`src/rtl/wbss_pkg.sv`:
```
`timescale 1ns / 1ps
// ----------------------------------------------------------------------------
// wbss_pkg - shared types and constants
// Action codes, sequencer states and fixed field widths of the windowed
// bit set store.
// ----------------------------------------------------------------------------
package wbss_pkg;

  // fixed field widths
  localparam int ACT_W     = 3;
  localparam int IDX_W     = 32;
  localparam int IN_W      = 40;   // 35 payload bits padded to bytes
  localparam int OUT_W     = 16;
  localparam int OUT_CNT_W = 13;
  localparam int CNT_SAT   = 8191;

  typedef enum logic [ACT_W-1:0] {
    ACT_SET   = 3'd0,
    ACT_RESET = 3'd1,
    ACT_TEST  = 3'd2,
    ACT_TAS   = 3'd3,
    ACT_CLEAR = 3'd4,
    ACT_COUNT = 3'd5
  } act_t;

  typedef enum logic [3:0] {
    S_IDLE,
    S_DIV,
    S_DECIDE,
    S_CHECK,
    S_MOVE,
    S_FILL,
    S_RD,
    S_MOD,
    S_DONE
  } state_t;

endpackage

```
`src/rtl/wbss_div.sv`:
```
`timescale 1ns / 1ps
// ----------------------------------------------------------------------------
// wbss_div - bit index to word index divider
// Divide by WORD_BITS through a reciprocal multiply: the dividend is registered
// on start, then the quotient, then the remainder together with done.
// ----------------------------------------------------------------------------
module wbss_div #(
  parameter int WORD_BITS = 64
) (
  input  logic                         clk,
  input  logic                         rst_n,
  input  logic                         start,
  input  logic [wbss_pkg::IDX_W-1:0]   dividend,
  output logic                         done,
  output logic [wbss_pkg::IDX_W-1:0]   quot,
  output logic [$clog2(WORD_BITS)-1:0] rem
);
  import wbss_pkg::*;

  localparam int BW = $clog2(WORD_BITS);
  localparam int MW = IDX_W + 1;    // reciprocal width
  localparam int PW = IDX_W + MW;   // product width
  // ceil(2^(IDX_W+BW) / WORD_BITS), exact for every IDX_W-bit dividend
  localparam logic [MW-1:0] RECIP =
    MW'(((64'd1 << (IDX_W + BW)) + 64'(WORD_BITS) - 64'd1) / 64'(WORD_BITS));
  localparam logic [BW-1:0] DIV_LO = BW'(WORD_BITS);

  logic [IDX_W-1:0] dvd_r;
  logic [IDX_W-1:0] quot_r, quot_nxt;
  logic [BW-1:0]    rem_r, rem_nxt;
  logic             mul_r;   // quotient due at the next edge
  logic             sub_r;   // remainder due at the next edge
  logic             done_r;
  logic [PW-1:0]    prod;

  assign prod     = PW'(dvd_r) * PW'(RECIP);
  assign quot_nxt = IDX_W'(prod >> (IDX_W + BW));
  // only the low bits matter: the remainder is below WORD_BITS
  assign rem_nxt  = dvd_r[BW-1:0] - BW'(quot_r[BW-1:0] * DIV_LO);

  always_ff @(posedge clk) begin
    if (!rst_n) begin
      mul_r  <= 1'b0;
      sub_r  <= 1'b0;
      done_r <= 1'b0;
    end else begin
      mul_r  <= start;
      sub_r  <= mul_r;
      done_r <= sub_r;
    end
  end

  always_ff @(posedge clk) begin
    if (start) begin
      dvd_r <= dividend;
    end
    if (mul_r) begin
      quot_r <= quot_nxt;
    end
    if (sub_r) begin
      rem_r <= rem_nxt;
    end
  end

  assign done = done_r;
  assign quot = quot_r;
  assign rem  = rem_r;

endmodule

```
`config.mk`:
```
export PLATFORM = sky130hd
export DESIGN_NAME = wbss_div
export DESIGN_NICKNAME = d
export VERILOG_FILES = /design/src/rtl/wbss_pkg.sv /design/src/rtl/wbss_div.sv
export SDC_FILE = /design/constraint.sdc
export NUM_CORES = 1
export LEC_CHECK = 0
export BUFFER_PORTS_ARGS = -buffer_cell sky130_fd_sc_hd__buf_2
export CORE_MARGIN = 5
export CORE_UTILIZATION = 51
export DETAILED_ROUTE_END_ITERATION = 6
export PLACE_DENSITY = 0.82
export SLEW_MARGIN = 10
export SYNTH_ARGS = -nofsm -noshare
export SYNTH_HDL_FRONTEND = slang
export SYNTH_SLANG_ARGS = --single-unit
```
`constraint.sdc`:
```
create_clock -name clk -period 3.7 [get_ports clk]
set_input_delay 0.185 -clock clk [delete_from_list [all_inputs] [get_ports clk]]
set_output_delay 0.185 -clock clk [all_outputs]
set_load 0.01 [all_outputs]
```
After elaboration in Yosys (flattened, before gate mapping)
Cells that the tools add are included.
{ "word_totals": {"input_bits": 35, "wordCells": 6, "regBits": 67} }

Longest topological paths before layout
{ "logic_depth": {"depth_word": 0, "mapped_depth": 1, "depth_no_buf": 1} }

Worst setup path after synthesis
No wires, ideal clock.
{ "synth_timing": {"path_kind": "flip-flop to flip-flop", "start": "register mul_r", "end": "register quot_r[0], in the netlist quot[0], enable pin", "stages_incl_launch_ff": 1, "synth_period_minus_slack_ns": 1.230, "path_buffers": 0, "path_slack_ns": 2.470, "arrival_time_ns": 0.846, "cell_sequence": "dfxtp_1"} }
{ "synth_lines": {"columns": ["item", "line_no", "rtl"], "rows": [
  ["start, declared", "wbss_div.sv:31", "logic mul_r;"],
  ["start signal, assigned", "wbss_div.sv:47", "mul_r <= start;"],
  ["end signal, assigned", "wbss_div.sv:58", "quot_r <= quot_nxt;"],
  ["end, declared", "wbss_div.sv:29", "logic [IDX_W-1:0] quot_r, quot_nxt;"]
]} }
No word-level cell between the ends.

Worst setup path in the final report
{ "layout_timing": {"start": "register mul_r", "end": "register quot_r[25], in the netlist quot[25], enable pin"} }
No word-level cell between the ends.

==> qor.csv <==
stage,metric,value,unit
run_status,status,"finished, final reports clean",
cells_and_area,fillers,282,
clock_tree,CTS sink count,67,
global_routing,vias in the first global route,936,
worst_setup_path,CP arrival,1.33,ns
route,vias,898,
synth,Yosys cell types,5,
global_routing,first-pass GRT wire length,4.47,mm
run,MaxCap Viol Count,0,
clock_tree,clk root buf,clkbuf_8,
synth,Yosys reg bits,67,
floorplanning,die width,73.4,µm
sta,"Hold Vio Cnt, Final",0,
worst_setup_path,CP startpoint kind,flop,
sta,fmax,721,MHz
worst_setup_path,crit path kind,reg -> reg,
sta,relative slew slack,31.8,%
floorplanning,num ports,74,
cells_and_area,antenna diode count,0,
floorplanning,Initial Util,52.0,%
hold_path,Hold Path Class,in -> reg,
route,1st-iter DRT viols,25,
worst_setup_path,crit-path max FO,27,
place,pre-CTS setup slack,2.31,ns
power,Pwr Density,604,nW/µm²
power,maximum VDD drop,0.000590,V
global_routing,All-Layer GR Usage,12.4,%
global_routing,largest net degree at the start of global routing,34,
sta,Final Max Slew Viols,0,
power,leakage power,1.03,nW
place,PortBufs,67,
clock_tree,# resized after CTS,0,
sta,Slew @ Worst Pin,1.02,ns
clock_tree,Setup Buffers After CTS,0,
clock_tree,CTS tree,done,
floorplanning,height of the die,73.4,µm
sta,RSZ-0062 raised after global routing,no,
route,vias per inst,4.30,
place,GP Congestion,0.702,
cells_and_area,"commonest non-fill, non-tap cell in the layout",buf_2,
synth,Syn Inst Count,77,
global_routing,global route overflow,0,
worst_setup_path,CP endpoint kind,flop,
clock_tree,Num CTS Buffers,9,
sta,final worst setup slack,2.31,ns
synth,yosys warns,0,
synth,synthesized cell area,2050,µm²
cells_and_area,Area growth syn-to-layout,28.3,%
cells_and_area,register area,1980,µm²
clock_tree,Clock Path Buffers,2,
synth,"Seq/Total Area, Yosys",96.7,%
clock_tree,hold_buf cts,0,
floorplanning,core area,3940,µm²
route,DRC viols,0,
route,drt wl/cell,13.8,µm
sta,Clock Skew,0.00728,ns
route,Detail Route Antenna Nets,0,
route,final wirelength,2.89,mm
sta,Final Cycle Share,37.5,%
sta,final setup fails,0,
clock_tree,clk slew on worst S/H paths,0.07,ns
clock_tree,clock latency on the worst-skew pair,0.32,ns
global_routing,initial antenna violation count,0,
sta,setup TNS,0,ns
floorplanning,die area,5390,µm²
route,DRT Pass-1 Iters,4,
sta,minimum clock period,1.39,ns
cells_and_area,share of layout cells above drive strength 1,50.3,%
cells_and_area,Final #Nets,189,
clock_tree,H-Tree Depth,3,
synth,average size of a mapped cell,26.6,µm²
floorplanning,Std-Cell Rows,23,
cells_and_area,most frequent cells in the layout,"67 x buf_2, 64 x edfxtp_1, 9 x clkbuf_8",
cells_and_area,area of the multi-input gates,41.3,µm²
worst_setup_path,CP Data Required Time,3.64,ns
## cell type report
cell class | instances | share of cell area, %
clock buffers | 10 | 4.85
clock inverters | 6 | 3.05
multi-input cells | 9 | 1.57
flip-flops and latches | 67 | 75.4
well taps | 50 | 2.38
repair buffers | 67 | 12.8
## metrics by stage
stage | cell area, µm² | instances | utilization (%) | hold slack [ns] | total power, mW
after floorplan | 2070 | 82 | - | 0.284 | 0.945
after global placement | 2420 | 193 | 61.4 | 0.361 | 0.987
after detailed placement | 2420 | 193 | 61.4 | 0.363 | 0.991
after CTS | 2630 | 209 | 66.7 | 0.0158 | 1.60
after global routing | 2630 | 209 | 66.7 | 0.00540 | 1.66
final | 2630 | 209 | 66.7 | 0.0338 | 1.59
## state kept, by name, indices dropped and copies added, names as in the netlist
| name | cells |
|---|---|
| dvd_r | 32 |
| sub_r | 1 |
| mul_r | 1 |
| rem | 6 |
| done | 1 |
| quot | 26 |
## cell usage after synthesis, drive strengths merged
library cell	number	area [µm²]
and2	3	18.8
buf	6	45.0
conb	1	3.75
edfxtp	64	1920
dfxtp	3	60.1
## layer usage
metal | wire length [µm] | track usage, % | vias up
li1 | - | - | 443
met1 | 949 | 12.5 | 409
met2 | 1560 | 19.6 | 42
met3 | 340 | 8.21 | 4
met4 | 38 | 6.64 | 0
met5 | 0 | 0 | -
## where the power goes
group	internal (mW)	switching, mW	total (mW)
Combinational	0.0277	0.0344	0.0620
Clock	0.374	0.241	0.615
Sequential	0.893	0.0183	0.912
## final timing paths
kind / startpoint / cells past startpoint / endpoint / slack, ns
setup / recovery: mul_r / 0 / quot[25] / 2.31
hold / removal: dividend[29] / 1 / dvd_r[29] / 0.03
hold reg to reg: dvd_r[18] / 0 / quot[12] / 0.42
setup reg to reg: mul_r / 0 / quot[25] / 2.31
## cells by family (layout without fill, tap and decap cells)
logic type / Yosys count / after routing / synth area share, %
other cells: 1 / 6 / 0.183
simple gates: 3 / 3 / 0.916
buf+inv: 6 / 83 / 2.20
flops: 67 / 67 / 96.7
No activity file was read; power rests on OpenSTA's default activity.
