### src/rtl/wbss_pkg.sv
`timescale 1ns / 1ps
// ----------------------------------------------------------------------------
// wbss_pkg - shared types and constants
// Action codes, sequencer states and fixed field widths of the windowed
// bit set store.
// ----------------------------------------------------------------------------
package wbss_pkg;

  // fixed field widths
  localparam int ACT_W     = 3;
  localparam int IDX_W     = 32;
  localparam int IN_W      = 40;   // 35 payload bits padded to bytes
  localparam int OUT_W     = 16;
  localparam int OUT_CNT_W = 13;
  localparam int CNT_SAT   = 8191;

  typedef enum logic [ACT_W-1:0] {
    ACT_SET   = 3'd0,
    ACT_RESET = 3'd1,
    ACT_TEST  = 3'd2,
    ACT_TAS   = 3'd3,
    ACT_CLEAR = 3'd4,
    ACT_COUNT = 3'd5
  } act_t;

  typedef enum logic [3:0] {
    S_IDLE,
    S_DIV,
    S_DECIDE,
    S_CHECK,
    S_MOVE,
    S_FILL,
    S_RD,
    S_MOD,
    S_DONE
  } state_t;

endpackage

### src/rtl/wbss_ctrl.sv
`timescale 1ns / 1ps
// ----------------------------------------------------------------------------
// wbss_ctrl - action sequencer
// Window bookkeeping, growth walk over the word memory, read-modify-write
// of the target word and the result register.
// ----------------------------------------------------------------------------
module wbss_ctrl #(
  parameter int WORD_BITS = 64,
  parameter int MAX_WORDS = 64,
  parameter int AW        = 6
) (
  input  logic                           clk,
  input  logic                           rst_n,
  // request channel
  input  logic                           in_tvalid,
  output logic                           in_tready,
  input  logic [wbss_pkg::IN_W-1:0]      in_tdata,
  // result channel
  output logic                           out_tvalid,
  input  logic                           out_tready,
  output logic [wbss_pkg::OUT_W-1:0]     out_tdata,
  // divider
  output logic                           div_start,
  output logic [wbss_pkg::IDX_W-1:0]     div_dividend,
  input  logic                           div_done,
  input  logic [wbss_pkg::IDX_W-1:0]     div_quot,
  input  logic [$clog2(WORD_BITS)-1:0]   div_rem,
  // word memory
  output logic                           mem_we,
  output logic [AW-1:0]                  mem_waddr,
  output logic [WORD_BITS-1:0]           mem_wdata,
  output logic                           mem_re,
  output logic [AW-1:0]                  mem_raddr,
  input  logic [WORD_BITS-1:0]           mem_rdata
);
  import wbss_pkg::*;

  localparam int BW     = $clog2(WORD_BITS);
  localparam int UW     = $clog2(MAX_WORDS + 1);
  localparam int CW     = $clog2(MAX_WORDS * WORD_BITS + 1);
  localparam int CW_EXT = (CW > OUT_CNT_W) ? CW : OUT_CNT_W;
  localparam int EW     = IDX_W + 1;

  state_t           state_r, state_nxt;
  act_t             act_r;
  logic [IDX_W-1:0] bw_r;       // word index of the requested bit
  logic [BW-1:0]    off_r;      // bit offset within that word
  logic [IDX_W-1:0] ws_r;       // first word of the window
  logic [UW-1:0]    wiu_r;      // words in use
  logic [EW-1:0]    end_r;      // one past the last window word
  logic [CW-1:0]    cnt_r;      // set bits in the store
  logic [EW-1:0]    add_r;      // words to add on growth
  logic             lo_r;
  logic             emp_r;
  logic [AW-1:0]    rel_r;
  logic [AW-1:0]    src_r;
  logic [AW-1:0]    dst_r;
  logic [UW-1:0]    mv_left_r;
  logic             pend_r;
  logic [AW-1:0]    fill_addr_r;
  logic [UW-1:0]    fill_left_r;
  logic             res_r;
  logic             ovf_r;
  logic             out_valid_r;
  logic [OUT_W-1:0] out_data_r;

  logic             in_acc;
  logic             dec_lo, dec_hi, dec_in;
  logic [EW-1:0]    dec_add_lo, dec_add_hi;
  logic             fits;
  logic             old_bit;
  logic [WORD_BITS-1:0] mask;
  logic             out_load;
  logic [CW_EXT-1:0] cnt_ext;
  logic [OUT_CNT_W-1:0] cnt_out;

  assign in_acc = in_tvalid && in_tready;

  // window compares on the word index, one bit wider than the index
  assign dec_lo     = {1'b0, bw_r} < {1'b0, ws_r};
  assign dec_hi     = {1'b0, bw_r} >= end_r;
  assign dec_in     = (wiu_r != '0) && !dec_lo && !dec_hi;
  assign dec_add_lo = {1'b0, ws_r} - {1'b0, bw_r};
  assign dec_add_hi = {1'b0, bw_r} - end_r + EW'(1);
  assign fits       = add_r <= (EW'(MAX_WORDS) - EW'(wiu_r));

  assign mask    = {{(WORD_BITS-1){1'b0}}, 1'b1} << off_r;
  assign old_bit = |(mem_rdata & mask);

  assign out_load = (state_r == S_DONE) && (!out_valid_r || out_tready);
  assign cnt_ext  = CW_EXT'(cnt_r);
  assign cnt_out  = (cnt_ext > CW_EXT'(CNT_SAT)) ? OUT_CNT_W'(CNT_SAT)
                                                 : cnt_ext[OUT_CNT_W-1:0];

  // next state
  always_comb begin
    state_nxt = state_r;
    unique case (state_r)
      S_IDLE: begin
        if (in_acc) state_nxt = S_DIV;
      end
      S_DIV: begin
        if (div_done) state_nxt = S_DECIDE;
      end
      S_DECIDE: begin
        unique case (act_r)
          ACT_TEST, ACT_RESET: state_nxt = dec_in ? S_RD : S_DONE;
          ACT_SET, ACT_TAS:    state_nxt = dec_in ? S_RD : S_CHECK;
          default:             state_nxt = S_DONE;
        endcase
      end
      S_CHECK: begin
        if (!fits)          state_nxt = S_DONE;
        else if (emp_r)     state_nxt = S_FILL;
        else if (lo_r)      state_nxt = S_MOVE;
        else                state_nxt = S_FILL;
      end
      S_MOVE: begin
        if (mv_left_r == '0) state_nxt = S_FILL;
      end
      S_FILL: begin
        if (fill_left_r == UW'(1)) state_nxt = S_RD;
      end
      S_RD:   state_nxt = S_MOD;
      S_MOD:  state_nxt = S_DONE;
      S_DONE: begin
        if (out_load) state_nxt = S_IDLE;
      end
      default: state_nxt = S_IDLE;
    endcase
  end

  // outputs to the ports, divider and memory
  always_comb begin
    in_tready = 1'b0;
    mem_we    = 1'b0;
    mem_waddr = dst_r;
    mem_wdata = mem_rdata;
    mem_re    = 1'b0;
    mem_raddr = src_r;
    unique case (state_r)
      S_IDLE: in_tready = 1'b1;
      S_MOVE: begin
        mem_re = (mv_left_r != '0);
        mem_we = pend_r;
      end
      S_FILL: begin
        mem_we    = 1'b1;
        mem_waddr = fill_addr_r;
        mem_wdata = '0;
      end
      S_RD: begin
        mem_re    = 1'b1;
        mem_raddr = rel_r;
      end
      S_MOD: begin
        mem_waddr = rel_r;
        unique case (act_r)
          ACT_RESET: begin
            mem_we    = 1'b1;
            mem_wdata = mem_rdata & ~mask;
          end
          ACT_SET, ACT_TAS: begin
            mem_we    = 1'b1;
            mem_wdata = mem_rdata | mask;
          end
          default: mem_we = 1'b0;
        endcase
      end
      default: in_tready = 1'b0;
    endcase
  end

  assign div_start    = in_acc;
  assign div_dividend = in_tdata[ACT_W +: IDX_W];

  // control state
  always_ff @(posedge clk) begin
    if (!rst_n) begin
      state_r     <= S_IDLE;
      ws_r        <= '0;
      wiu_r       <= '0;
      end_r       <= '0;
      cnt_r       <= '0;
      pend_r      <= 1'b0;
      out_valid_r <= 1'b0;
    end else begin
      state_r <= state_nxt;
      if (out_load) begin
        out_valid_r <= 1'b1;
      end else if (out_tready) begin
        out_valid_r <= 1'b0;
      end
      unique case (state_r)
        S_DECIDE: begin
          if (act_r == ACT_CLEAR) begin
            ws_r  <= '0;
            wiu_r <= '0;
            end_r <= '0;
            cnt_r <= '0;
          end
        end
        S_CHECK: begin
          pend_r <= 1'b0;
          if (fits) begin
            wiu_r <= wiu_r + add_r[UW-1:0];
            if (emp_r || lo_r) ws_r <= bw_r;
            if (emp_r || !lo_r) end_r <= {1'b0, bw_r} + EW'(1);
          end
        end
        S_MOVE: pend_r <= (mv_left_r != '0);
        S_MOD: begin
          unique case (act_r)
            ACT_RESET: if (old_bit) cnt_r <= cnt_r - CW'(1);
            ACT_SET, ACT_TAS: if (!old_bit) cnt_r <= cnt_r + CW'(1);
            default: cnt_r <= cnt_r;
          endcase
        end
        default: pend_r <= pend_r;
      endcase
    end
  end

  // payload
  always_ff @(posedge clk) begin
    if (in_acc) begin
      act_r <= act_t'(in_tdata[ACT_W-1:0]);
    end
    if (out_load) begin
      out_data_r <= {ovf_r, (cnt_r == '0), cnt_out, res_r};
    end
    unique case (state_r)
      S_DIV: begin
        bw_r  <= div_quot;
        off_r <= div_rem;
      end
      S_DECIDE: begin
        res_r <= 1'b0;
        ovf_r <= 1'b0;
        lo_r  <= dec_lo;
        emp_r <= (wiu_r == '0);
        rel_r <= AW'(bw_r - ws_r);
        if (wiu_r == '0) add_r <= EW'(1);
        else if (dec_lo) add_r <= dec_add_lo;
        else add_r <= dec_add_hi;
      end
      S_CHECK: begin
        if (!fits) ovf_r <= 1'b1;
        if (emp_r || lo_r) rel_r <= '0;
        src_r     <= AW'(wiu_r - UW'(1));
        mv_left_r <= wiu_r;
        if (emp_r || lo_r) fill_addr_r <= '0;
        else fill_addr_r <= AW'(wiu_r);
        fill_left_r <= add_r[UW-1:0];
      end
      S_MOVE: begin
        if (mv_left_r != '0) begin
          dst_r     <= src_r + add_r[AW-1:0];
          src_r     <= src_r - AW'(1);
          mv_left_r <= mv_left_r - UW'(1);
        end
      end
      S_FILL: begin
        fill_addr_r <= fill_addr_r + AW'(1);
        fill_left_r <= fill_left_r - UW'(1);
      end
      S_MOD: begin
        if (act_r == ACT_TEST) res_r <= old_bit;
        else if (act_r == ACT_TAS) res_r <= !old_bit;
      end
      default: res_r <= res_r;
    endcase
  end

  assign out_tvalid = out_valid_r;
  assign out_tdata  = out_data_r;

  // window never exceeds capacity
  a_wiu_cap: assert property (@(posedge clk) disable iff (!rst_n)
    wiu_r <= UW'(MAX_WORDS))
    else $error("window larger than capacity");

  // end pointer tracks start plus size
  a_end_trk: assert property (@(posedge clk) disable iff (!rst_n)
    end_r == ({1'b0, ws_r} + EW'(wiu_r)))
    else $error("window end out of step");

  // an empty window holds no set bits
  a_emp_cnt: assert property (@(posedge clk) disable iff (!rst_n)
    (wiu_r == '0) |-> (cnt_r == '0))
    else $error("set bits without a window");

  // growth only ever follows a set or a set-if-clear
  a_grow_act: assert property (@(posedge clk) disable iff (!rst_n)
    (state_r == S_CHECK) |-> (act_r == ACT_SET || act_r == ACT_TAS))
    else $error("growth on wrong action");

endmodule

### config.mk
export PLATFORM = sky130hd
export DESIGN_NAME = wbss_ctrl
export DESIGN_NICKNAME = d
export VERILOG_FILES = /design/src/rtl/wbss_pkg.sv /design/src/rtl/wbss_ctrl.sv
export SDC_FILE = /design/constraint.sdc
export NUM_CORES = 1
export LEC_CHECK = 0
export ABC_AREA = 0
export BUFFER_PORTS_ARGS = -buffer_cell sky130_fd_sc_hd__buf_4
export CORE_ASPECT_RATIO = 1.25
export CORE_MARGIN = 5
export CORE_UTILIZATION = 45
export CTS_CLUSTER_SIZE = 24
export DETAILED_ROUTE_END_ITERATION = 10
export HOLD_SLACK_MARGIN = 0.02
export PLACE_DENSITY = 0.66
export SYNTH_ARGS = -nofsm -noshare
export SYNTH_HDL_FRONTEND = slang
export SYNTH_SLANG_ARGS = --single-unit
### constraint.sdc
create_clock -name clk -period 5.35 [get_ports clk]
set_input_delay 0.2675 -clock clk [delete_from_list [all_inputs] [get_ports clk]]
set_output_delay 0.2675 -clock clk [all_outputs]
set_load 0.01 [all_outputs]
[Word-level counts from Yosys, hierarchy flattened]
Cells that the tools add are included.
Storage, ports and cells
  bits in registers: 223
  bits of input ports: 147
  output and inout bits: 129
  logic and storage cells: 167
Cells by class
  add/subtract/negate cells: 15
  $lt $le $gt $ge: 4
  equality and inequality tests: 28
  shift operators: 1
  mux-type cells: 54
  bitwise operators: 4
  reduce and logical (&&, ||, !) cells: 38
Operators by type and width (count)
  64-bit one-hot mux with 2 select lines: 2
  33-bit 2-to-1 mux: 4
  64-bit AND: 2
  32-bit 2-to-1 mux: 3
  33-bit one-hot mux with 2 select lines: 1
  64-bit NOT: 1
  64-bit OR: 1
  32-bit one-hot mux with 2 select lines: 1
  64-bit OR reduction: 1
  1-bit by 6-bit left shift with 64-bit output, first input constant: 1
  13-bit one-hot mux with 2 select lines: 2
  6-bit one-hot mux with 2 select lines: 4
  7-bit one-hot mux with 2 select lines: 3
  13-bit 2-to-1 mux: 3
  4-bit one-hot mux with 9 select lines: 1
  32-bit by 1-bit adder with 33-bit output, second input constant: 1
  33-bit by 1-bit adder with 33-bit output, second input constant: 1
  32-bit by 33-bit greater-or-equal comparator with 1-bit output: 1
  33-bit <= comparator: 1
  32-bit by 32-bit subtractor with 33-bit output: 1
  32-bit by 33-bit subtractor with 33-bit output: 1
  32-bit less-than comparator: 1
  4-bit 2-to-1 mux: 7
  6-bit 2-to-1 mux: 4
  other kinds (42): 96

[Longest topological paths before layout]
  word-level depth: 7
  mapped depth: 17
  mapped depth without buffers: 15

[Worst setup path after synthesis]
OpenSTA, ideal clock, no wires.
  path type: flip-flop to flip-flop
  from: register wiu_r[2]
  to: register end_r[21]
  library setup time: 0.130 ns
  arrival: 5.296 ns
  required time: 5.220 ns
  path slack: -0.075 ns
  cell stages (with the launch flop): 17
  path buffers: 3
  clock period less this slack: 5.425 ns
  cells stage by stage: dfxtp_1 clkbuf_1 nor3_1 nand3_1 o21ai_0 ha_1 a21o_1 a21o_1 a211o_1 a21o_1 a21o_1 or3b_1 nand3_1 nor4bb_1 buf_2 buf_1 o31ai_1
Between the ends
  longest elaborated chain between the ends: 4
Ends and longest elaborated chain
  start: declaration: line wbss_ctrl.sv:49  | logic [UW-1:0] wiu_r;
  start signal: assignment: line wbss_ctrl.sv:206  | wiu_r <= wiu_r + add_r[UW-1:0];
  7-bit by 7-bit subtractor with 8-bit output: line wbss_ctrl.sv:85  | assign fits = add_r <= (EW'(MAX_WORDS) - EW'(wiu_r));
  33-bit <= comparator: line wbss_ctrl.sv:85
  2-bit inequality test (no source line)
  4-bit AND reduction (no source line)
  end signal: assignment: line wbss_ctrl.sv:208  | if (emp_r || !lo_r) end_r <= {1'b0, bw_r} + EW'(1);
  end: declaration: line wbss_ctrl.sv:50  | logic [EW-1:0] end_r;
Every way passes these cells.
A chain may end at the register's enable or synchronous reset.

[Worst setup path in the final report]
  from: register wiu_r[2]
  to: register ws_r[30]
Between the ends
  longest elaborated chain between the ends: 4
Ends and longest elaborated chain
  7-bit by 7-bit subtractor with 8-bit output: line wbss_ctrl.sv:85
  33-bit <= comparator: line wbss_ctrl.sv:85
  2-bit inequality test (no source line)
  4-bit AND reduction (no source line)
  end signal: assignment: line wbss_ctrl.sv:207  | if (emp_r || lo_r) ws_r <= bw_r;
  end: declaration: line wbss_ctrl.sv:48  | logic [IDX_W-1:0] ws_r;
Every way passes these cells.

==> impl_metrics.json <==
{
  "status": "completed",
  "grt-busiest-layer": "met2",
  "avgRoutedWirePerCell_um": 19.6,
  "clkSinkCount": 223,
  "grt_use_met3_pct": 3.39,
  "rsz0062_at_grt": "false",
  "pwr-share-comb_pct": 45.4,
  "power.leakage_uw": 0.00848,
  "switching_power_uw": 3030,
  "drive_gt1_share_pct": 13.4,
  "slew_headroom_pct": 12.2,
  "drc": 0,
  "whs_ns": 0.0676,
  "gp_congestion": 0.967,
  "synth_area_um2": 18100,
  "use_met1_pct": 27.4,
  "maxCapViolCount": 0,
  "layoutNonFillerInstCount": 2810,
  "grt_pass1_vias": 16300,
  "final_common_cell": "buf_4",
  "fmax_mhz": 222,
  "insertion_delay_ns": 0.54,
  "finalNetCount": 2619,
  "peakVddDrop_v": 0.000363,
  "critPathLaunchType": "register",
  "n_fill_cell": 3713,
  "yosysWarnings": 0,
  "cts_buffers": 25,
  "via_per_inst": 5.88,
  "synth-edff-count": 132,
  "die_w_um": 189,
  "async_flop_share_pct": 0,
  "rows": 82,
  "cp.required_ns": 5.82,
  "ant_nets": 0,
  "worst_pin_slew_ns": 1.31,
  "dp.cells": 2723,
  "io_buffer_count": 206,
  "initial_utilization_pct": 45.4,
  "ys_ff_latch": 223,
  "crit_type": "register to register",
  "grt-ovfl-total": 0,
  "cts_max_path_buffers": 3,
  "final_cell_mix": "buf_4, o21ai_0, nand2_1",
  "hold_path.class": "input pin to register",
  "setup_viol": 0,
  "grt.total_usage_pct": 24.0,
  "dp_hpwl_um": 41900,
  "clock-skew-final_ns": 0.0103,
  "die_area_um2": 44400,
  "postSynthNetCount": 2473,
  "coreArea_um2": 39900,
  "ioPinCount": 276,
  "avgSynthCellArea_um2": 8.46,
  "tritoncts": "done",
  "cp.arrival_ns": 4.97,
  "fin_setup_tns_ns": 0,
  "pwr_density_cell_nw_per_um2": 355,
  "path_max_fanout": 25,
  "post-route-util_pct": 52.6,
  "area_growth_pct": 15.9,
  "firstDrtPassIters": 9,
  "grt_pass1_wl_um": 86800,
  "total_power_uw": 7460,
  "ys_seq_area_share_pct": 31.9,
  "fin_crit_sh_pct": 84.1,
  "synth_ff_type": "edfxtp_1",
  "die_h_um": 234,
  "synth_cell_types": 82,
  "clk_pin_slew_ns": 0.06,
  "hold_viol_final": 0,
  "pwr-share-clk_pct": 22.5,
  "first_iter_violations": 1139,
  "routed_wl_um": 55000,
  "endpoint_kind": "register",
  "fin_crit_ns": 4.50,
  "internal-power_uw": 4420,
  "htreeDepth": 1,
  "num_vias": 16500,
  "power_frac_seq_pct": 32.1,
  "antenna_found_initial": 1,
  "syn_inst": 2141,
  "grt_start_max_net_pins": 77,
  "cts-root-buf": "clkbuf_16",
  "grtUsageMet2_pct": 44.8,
  "final_max_slew_viol_count": 0,
  "switching_share_pct": 40.7
}
area by class of cell:
cell class                 count  area, um2  area share [%]
antenna                        1       2.50          0.0119
clock buffer                  38        724            3.45
clock inverter                 7       65.1           0.310
inverter                     127        477            2.27
multi-input combinational   1633      11100            53.0
sequential                   223       5790            27.6
tap                          504        631            3.00
timing repair buffer         277       2190            10.5
metrics by stage:
stage | worst slack, ns | area [um2]
finish | 0.848 | 21000
global route | 0.483 | 21000
CTS | 0.816 | 21000
detailed placement | 0.846 | 19800
global placement | 1.01 | 19800
floorplan | 0.397 | 18100
routing by layer:
layer	vias up	share of wire, %
met2	554	51
met4	0	4.2
met3	138	5.8
met5	-	0
met1	7810	39
li1	8024	-
cell usage after synthesis, types with 7 or more instances:
| cell | instances | share of area [%] |
|---|---|---|
| o21ai_0 | 214 | 5.9 |
| nand2_1 | 190 | 3.9 |
| a21oi_1 | 171 | 4.7 |
| ha_1 | 165 | 11 |
| nor2_1 | 137 | 2.8 |
| edfxtp_1 | 132 | 22 |
| inv_1 | 126 | 2.6 |
| xnor2_1 | 99 | 4.8 |
| nand3_1 | 95 | 2.6 |
| clkbuf_1 | 92 | 1.9 |
| dfxtp_1 | 91 | 10 |
| a21o_1 | 60 | 2.5 |
| nand4_1 | 58 | 2.0 |
| o31ai_1 | 45 | 1.9 |
| nor3_1 | 38 | 1.0 |
| xor2_1 | 35 | 1.7 |
| a31oi_1 | 32 | 1.1 |
| buf_4 | 32 | 1.3 |
| nor2b_1 | 25 | 0.86 |
| and3_1 | 20 | 0.69 |
| fa_1 | 20 | 2.2 |
| buf_2 | 18 | 0.50 |
| nand2b_1 | 17 | 0.59 |
| nand3b_1 | 16 | 0.66 |
| a211oi_1 | 14 | 0.58 |
| o21a_1 | 13 | 0.54 |
| mux2_2 | 12 | 0.75 |
| mux2i_1 | 12 | 0.66 |
| buf_1 | 11 | 0.23 |
| o21bai_1 | 10 | 0.41 |
| o211ai_1 | 9 | 0.37 |
| or3_1 | 8 | 0.28 |
| a22oi_1 | 7 | 0.29 |
| nor4_1 | 7 | 0.24 |
critical path: stages, from the launching register on:
cell and delay [ns]:
dfxtp_1 0.40, nor3_1 0.30, nand3_1 0.18, o21ai_2 0.36
buf_4 0.31, ha_1 0.29, a21oi_1 0.13, nor2_1 0.05
a211o_1 0.27, a21o_1 0.18, a21o_1 0.19, or3b_1 0.42
nand3_1 0.22, and3b_2 0.58, buf_4 0.33, nand4_1 0.12
o21ai_0 0.09
power groups by stage:
stage               Clock, uW  Sequential [uW]  Combinational (uW)
finish                   1680             2390                3390
global route             1780             2430                3740
CTS                      1730             2390                3390
detailed placement          0             2430                3340
global placement            0             2420                3300
floorplan                   0             2280                2510
sequential cells by signal, indices dropped and copies added (netlist names), 7 cells and up:
| register | count |
|---|---|
| add_r | 33 |
| bw_r | 32 |
| cnt_ext | 13 |
| end_r | 33 |
| fill_left_r | 7 |
| mv_left_r | 7 |
| out_tdata | 16 |
| wiu_r | 7 |
| ws_r | 32 |
final timing paths:
path                            depth (start not counted)        from           end  slack, ns
worst max-delay path                                   16    wiu_r[2]      ws_r[30]       0.85
worst min-delay path                                    4  out_tready    out_tvalid       0.07
worst max register to register                         16    wiu_r[2]      ws_r[30]       0.85
worst min register to register                          0       res_r  out_tdata[0]       0.43
timing repair:
item	4_1_cts	5_1_grt
buffers inserted	0	0
endpoints found under the hold margin	41	0
gates resized for setup	0	0
hold buffers	41	0
kinds of logic (layout without fill, tap and decap cells):
logic type	after synthesis	count (layout)	synth area share [%]
DFF	223	223	31.9
muxes	29	29	1.80
and+or+nand+nor	647	647	17.6
AOI/OAI and AO/OA	638	638	21.7
buffers and inverters	285	449	6.90
xor gates and xnor gates	134	134	6.48
adders and majority gates	185	185	13.6
other	0	1	0
Note: power is estimated with default switching activity, not from simulation.
